### config.mk
export PLATFORM = sky130hd
export DESIGN_NAME = bsc_back
export DESIGN_NICKNAME = d
export VERILOG_FILES = /design/src/bsc_pkg.sv /design/src/bsc_back.sv
export SDC_FILE = /design/constraint.sdc
export NUM_CORES = 2
export LEC_CHECK = 0
export BUFFER_PORTS_ARGS = -buffer_cell sky130_fd_sc_hd__buf_2
export CAP_MARGIN = 20
export CORE_MARGIN = 2
export CORE_UTILIZATION = 35
export DETAILED_ROUTE_END_ITERATION = 8
export HOLD_SLACK_MARGIN = 0.02
export PLACE_DENSITY = 0.49
export SLEW_MARGIN = 20
export SYNTH_ARGS = -nofsm -noshare
export SYNTH_HDL_FRONTEND = slang
export SYNTH_SLANG_ARGS = --single-unit
### constraint.sdc
create_clock -name clk -period 10.75 [get_ports clk]
set_clock_uncertainty 0.15 [all_clocks]
set_input_delay 0.5375 -clock clk [delete_from_list [all_inputs] [get_ports clk]]
set_output_delay 0.5375 -clock clk [all_outputs]
set_load 0.02 [all_outputs]
### src/bsc_pkg.sv
// Package: shared types, constants and helpers for the barometric compensation pipeline
`timescale 1ns / 1ps
`default_nettype none
package bsc_pkg;

  localparam int CfgIdxW = 2;
  localparam int CfgW    = 48;
  localparam int RawW    = 20;
  localparam int DivW    = 32;

  typedef enum logic [CfgIdxW-1:0] {
    REG_TEMP  = 2'd0,
    REG_PRESA = 2'd1,
    REG_PRESB = 2'd2,
    REG_PRESC = 2'd3
  } reg_idx_t;

  typedef struct packed {
    logic [15:0] t1;
    logic signed [15:0] t2;
    logic signed [15:0] t3;
    logic [15:0] p1;
    logic signed [15:0] p2;
    logic signed [15:0] p3;
    logic signed [15:0] p4;
    logic signed [15:0] p5;
    logic signed [15:0] p6;
    logic signed [15:0] p7;
    logic signed [15:0] p8;
    logic signed [15:0] p9;
  } coef_t;

  // signed divide by 2^k, truncating toward zero
  function automatic logic signed [31:0] sdiv_pow2(input logic signed [31:0] v,
                                                   input int k);
    logic signed [31:0] bias;
    begin
      bias = v[31] ? ((32'sd1 <<< k) - 32'sd1) : 32'sd0;
      sdiv_pow2 = (v + bias) >>> k;
    end
  endfunction

endpackage
`default_nettype wire

### src/bsc_back.sv
// Back pipeline: second-order pressure correction after the division
`timescale 1ns / 1ps
`default_nettype none
module bsc_back import bsc_pkg::*; (
  input  wire logic          clk,
  input  wire logic          rst_n,
  input  wire logic          en,
  input  wire logic          in_vld,
  input  wire logic [31:0]   in_temp,
  input  wire logic [31:0]   in_pres,
  input  wire logic          in_zero,
  input  wire coef_t         coef,
  output logic               out_vld,
  output logic [31:0]        out_temp,
  output logic [31:0]        out_pres,
  output logic               out_zero
);

  logic [2:0]  vld_r;
  logic [31:0] t1_r, t2_r, t3_r, p1_r, p2_r, p3_r, sq_r, m9_r, m8_r;
  logic        z1_r, z2_r, z3_r;
  logic [28:0] p8;

  always_ff @(posedge clk) begin
    if (!rst_n) vld_r <= '0;
    else if (en) vld_r <= {vld_r[1:0], in_vld};
  end

  assign p8 = in_pres[31:3];

  always_ff @(posedge clk) begin
    if (en) begin
      t1_r <= in_temp; p1_r <= in_pres; z1_r <= in_zero;
      sq_r <= ({3'd0, p8} * {3'd0, p8}) >> 13;
      t2_r <= t1_r; p2_r <= p1_r; z2_r <= z1_r;
      m9_r <= sdiv_pow2(32'(coef.p9) * $signed(sq_r), 12);
      m8_r <= sdiv_pow2($signed({2'd0, p1_r[31:2]}) * 32'(coef.p8), 13);
      t3_r <= t2_r; z3_r <= z2_r;
      p3_r <= z2_r ? p2_r
                   : p2_r + sdiv_pow2(m9_r + m8_r + 32'(coef.p7), 4);
    end
  end

  assign out_vld  = vld_r[2];
  assign out_temp = t3_r;
  assign out_pres = p3_r;
  assign out_zero = z3_r;

endmodule
`default_nettype wire

Yosys cells after proc, flatten, opt, wreduce, memory -nomap -nowiden
Cells that the tools add are included.

$add $sub $neg: 6. Multipliers: 3. Mux-type cells: 4.

Operators with widths (number): 32-bit by 13-bit adder with 32-bit output (1); 32-bit by 14-bit adder with 32-bit output (1); 32-bit adder (1); 16-bit by 20-bit multiplier with 32-bit output (1); 29-bit by 29-bit multiplier with 32-bit output (1); 31-bit by 16-bit multiplier with 32-bit output (1); 32-bit 2-to-1 mux (1); 22-bit by 5-bit adder with 23-bit output (1); 21-bit by 16-bit adder with 22-bit output (1); 20-bit by 19-bit adder with 21-bit output (1); 13-bit 2-to-1 mux (1); 12-bit 2-to-1 mux (1); 4-bit 2-to-1 mux (1).

Register bits after elaboration: 256. Input bits: 261. Logic and storage cells: 26.

Longest topological paths before layout
Depth after elaboration: 6. Depth in mapped cells: 33. Mapped depth without buffers: 32.

Worst setup path before layout
No wires, ideal clock.

Path type: input -> register. Start point: in coef[33] (netlist name). End point: reg p3_r[25] (netlist: out_pres[25]), data pin. Setup time: 267 ps. Data arrival time: 8171 ps. Path slack: 2162 ps. Stages on the path: 31. Path through: fa_1 -> ha_1 -> fa_1 -> a211oi_1 -> o21ai_0 -> a31oi_1 -> a211oi_1 -> o21ai_0 -> inv_1 -> o21ai_0 -> ha_1 -> a21o_1 -> a21oi_1 -> a21bo_2 -> a2111oi_0 -> nor3_1 -> nand4b_1 -> nor4_1 -> a21boi_0 -> ha_1 -> a21o_1 -> a21o_1 -> a21oi_1 -> nand2b_1 -> o21a_1 -> o21ai_0 -> or2_2 -> a21o_1 -> a21oi_1 -> xor2_1 -> o21ai_0.

Longest elaborated chain between the ends: 5.

Ends and longest elaborated chain: start, declared (RTL line bsc_back.sv:12) `input wire coef_t coef,`; 21-bit by 16-bit adder with 22-bit output (*) (RTL line bsc_back.sv:40) `: p2_r + sdiv_pow2(m9_r + m8_r + 32'(coef.p7), 4);`; 4-bit 2-to-1 mux (RTL line bsc_pkg.sv:38) `bias = v[31] ? ((32'sd1 <<< k) - 32'sd1) : 32'sd0;`; 22-bit by 5-bit adder with 23-bit output (*) (RTL line bsc_pkg.sv:39) `sdiv_pow2 = (v + bias) >>> k;`; 32-bit adder (*) (RTL line bsc_back.sv:40); 32-bit 2-to-1 mux (*) (RTL line bsc_back.sv:39) `p3_r <= z2_r ? p2_r`; end signal, assigned (RTL line bsc_back.sv:39); end, declared (RTL line bsc_back.sv:20) `logic [31:0] t1_r, t2_r, t3_r, p1_r, p2_r, p3_r, sq_r, m9_r, m8_r;`.

Mark *: on every way between the ends. The rest lies on a longest branch, timed or not. A chain may end at the register's enable or synchronous reset.

Worst setup path in the final report
Start point: reg m9_r[1]. End point: reg p3_r[30] (netlist: out_pres[30]), data pin.

Longest elaborated chain between the ends: 6.

Ends and longest elaborated chain: start, declared (RTL line bsc_back.sv:20); start signal, assigned (RTL line bsc_back.sv:36) `m9_r <= sdiv_pow2(32'(coef.p9) * $signed(sq_r), 12);`; 20-bit by 19-bit adder with 21-bit output (*) (RTL line bsc_back.sv:40); 21-bit by 16-bit adder with 22-bit output (*) (RTL line bsc_back.sv:40); 4-bit 2-to-1 mux (RTL line bsc_pkg.sv:38); 22-bit by 5-bit adder with 23-bit output (*) (RTL line bsc_pkg.sv:39); 32-bit adder (*) (RTL line bsc_back.sv:40); 32-bit 2-to-1 mux (*) (RTL line bsc_back.sv:39).

Marks and branches as above.

==> metrics.txt <==
I/O Pins 327; clk root buf clkbuf_16; Synth Warn # 0; Synth Area in Compound Gates 5.65%; detailed placement HPWL 98300 um; Tmin final 9.63 ns; vias in the first global route 34951; fillers 13458; # rows 134; CP Class flip-flop to flip-flop; routed len/inst 18.5 um; Routed Antenna Nets 0; initial antenna violation count 12; clock sink count 256; HP Class input pin to flip-flop; Pre-antenna DRT Iters 5; cell repeated most along the worst path o21ai_0; clk_lat worst skew 0.56 ns; post-DR vias/cell 4.80; area delta synth->final 8.98%; Critical Path AT 9.76 ns; die extent in x 370 um; setup TNS 0 ns; combined flip-flop and latch cell area 7660 um^2; post-synthesis adder-cell area fraction 49.4%; Slew Limit Fails 0; chip height 370 um; cells after synthesis 4851; Async SR Flop Fraction 0%; Total GRT Usage 18.8%; CTS tree done; layout cells sized above 1 5.83%; slew of the pin with the lowest slew margin 1.16 ns; worst-path fanout max 6; Post-CTS Setup Inserts 0; final count of negative-setup-slack endpoints 0; final period utilization 89.6%; gr ovfl total 0; combinational family with the most area after synthesis adder cells; Mean Syn Cell Area 9.69 um^2; first-pass GRT wire length 200000 um; endpoints failing hold 0; routability cong. 0.855; Vias 32499; XOR/XNOR share of the synthesized area 3.46%; CP endpoint kind flip-flop; initial core utilization 35.3%; synth unique cells 78; Max-cap violations 0; Main synth FF type edfxtp_1; multiplexer share of the synthesized area 0.202%; core area 133000 um^2; Layout Nets 6527; Worst path max stage delay 0.60 ns; Worst slew margin 22.8%; Simple-Gate Fraction of Synth Area 14.3%; DRC viols 0; CTS buffer count 35; CP top delay family compound AO/OA/AOI/OAI gates; area of the multi-input gates 34300 um^2; largest net degree at the start of global routing 78; register area share after synthesis 16.3%; maximum clock path buffer count 3; setup repair after global routing missed its margin false; outcome completed; worst path bufs/invs 1; final wirelength 125000 um; Worst-path clk slew 0.06 ns; PortBufs 182; full die area 137000 um^2; startpoint types flip-flop; crit path max-delay cell type a211oi_1; Fmax 104 MHz; Synth Register Bits 256; Post-synth EDFFs 253; post-synthesis net count 6412; CTS H-tree lvls 2; initial drt markers 1729; Mapped Area 47000 um^2; CP required 10.88 ns
[per-stage QoR]
stage / hold WS, ns / setup slack, ns / cell area (um^2) / util (%) / cells
global placement: 0.251 / 0.948 / 49700 / 37.3 / 6662
floorplan: 0.250 / 2.16 / 47000 / - / 4851
detailed placement: 0.255 / 0.797 / 49700 / 37.3 / 6662
global route: 0.0344 / 0.155 / 51200 / 38.4 / 6764
CTS: 0.0407 / 1.03 / 51200 / 38.4 / 6761
finish: 0.0605 / 1.12 / 51200 / 38.4 / 6765
[layout make-up]
class | instances | area share, %
Sequential cell | 256 | 15.0
Clock buffer | 40 | 1.75
Multi-Input combinational cell | 3263 | 67.0
Tap cell | 1768 | 4.32
Timing Repair Buffer | 241 | 2.83
Clock inverter | 24 | 0.528
Inverter | 1169 | 8.57
Antenna cell | 4 | 0.0195
[cells in the mapped netlist (18+ instances only)]
master,count,share of area [%]
xor2_1,62,1.2
clkbuf_1,158,1.3
fa_1,926,39
nor3_1,37,0.39
a21o_1,52,0.83
nor2b_1,26,0.35
a211oi_1,28,0.45
a21oi_1,93,0.99
nand2b_1,37,0.49
o21a_1,26,0.42
and2_1,378,5.0
nor2_1,118,0.94
edfxtp_1,253,16
inv_1,1168,9.3
nand2_1,616,4.9
xnor2_1,121,2.3
ha_1,374,10
nor4_1,18,0.24
nand3_1,44,0.47
o21ai_0,91,0.97
[registers in the layout, indices dropped and copies added, names as in the netlist, 3 cells and up]
register	cells
m8_r	19
m9_r	20
out_pres	32
out_temp	32
p1_r	32
p2_r	32
sq_r	19
t1_r	32
t2_r	32
vld_r	3
[placed cells by master (no fill, tap or decap), types with 44 or more instances in the layout]
cell         n
a21o_1      52
and2_1     378
edfxtp_1   253
a21oi_1     93
ha_1       374
fa_1       926
nand2_1    616
o21ai_0     90
buf_2      181
xnor2_1    121
xor2_1      62
nand3_1     44
inv_1     1168
nor2_1     118
[timing repair]
action | CTS | global route
endpoints found under the setup margin | 0 | 1
gates resized for setup | 0 | 1
hold endpoints to repair | 35 | 0
hold buffers | 35 | 0
[final timing paths]
check             startpoint      endpoint  slack, ns  depth (start not counted)
setup / recovery     m9_r[1]  out_pres[30]       1.12                         32
hold reg to reg      t1_r[9]       t2_r[9]       0.27                          0
hold / removal       in_zero          z1_r       0.06                          1
setup reg to reg     m9_r[1]  out_pres[30]       1.12                         32
[metal layers]
metal  vias to the layer above  share of wire [%]  track usage (%)
met3                       101                4.3             1.70
met1                     16741                 46             26.3
li1                      15002                  -                -
met2                       655                 48             32.2
met4                         0                1.5             2.91
met5                         -                  0                0
[cells by family (layout without fill, tap and decap cells)]
kind of cell / after synthesis / in the layout
AO/OA/AOI/OAI: 400 / 400
flip-flops: 256 / 256
XOR/XNOR: 184 / 184
adder cells (fa/ha/maj): 1300 / 1300
multiplexers: 9 / 9
other: 0 / 4
buffers and inverters: 1332 / 1474
AND/OR/NAND/NOR: 1370 / 1370
[worst register-to-register path, delay by kind of cell (launching register included)]
family | cells | cell delay (ns)
adders and majority gates | 5 | 1.85
DFF | 1 | 0.39
buffers and inverters | 1 | 0.07
AOI/OAI and AO/OA | 18 | 5.55
and+or+nand+nor | 6 | 1.07
xor gates and xnor gates | 2 | 0.28
Power is left out: the tool's default activity adds up to more than one toggle a clock period on the data nets, which glitch-free logic cannot reach.
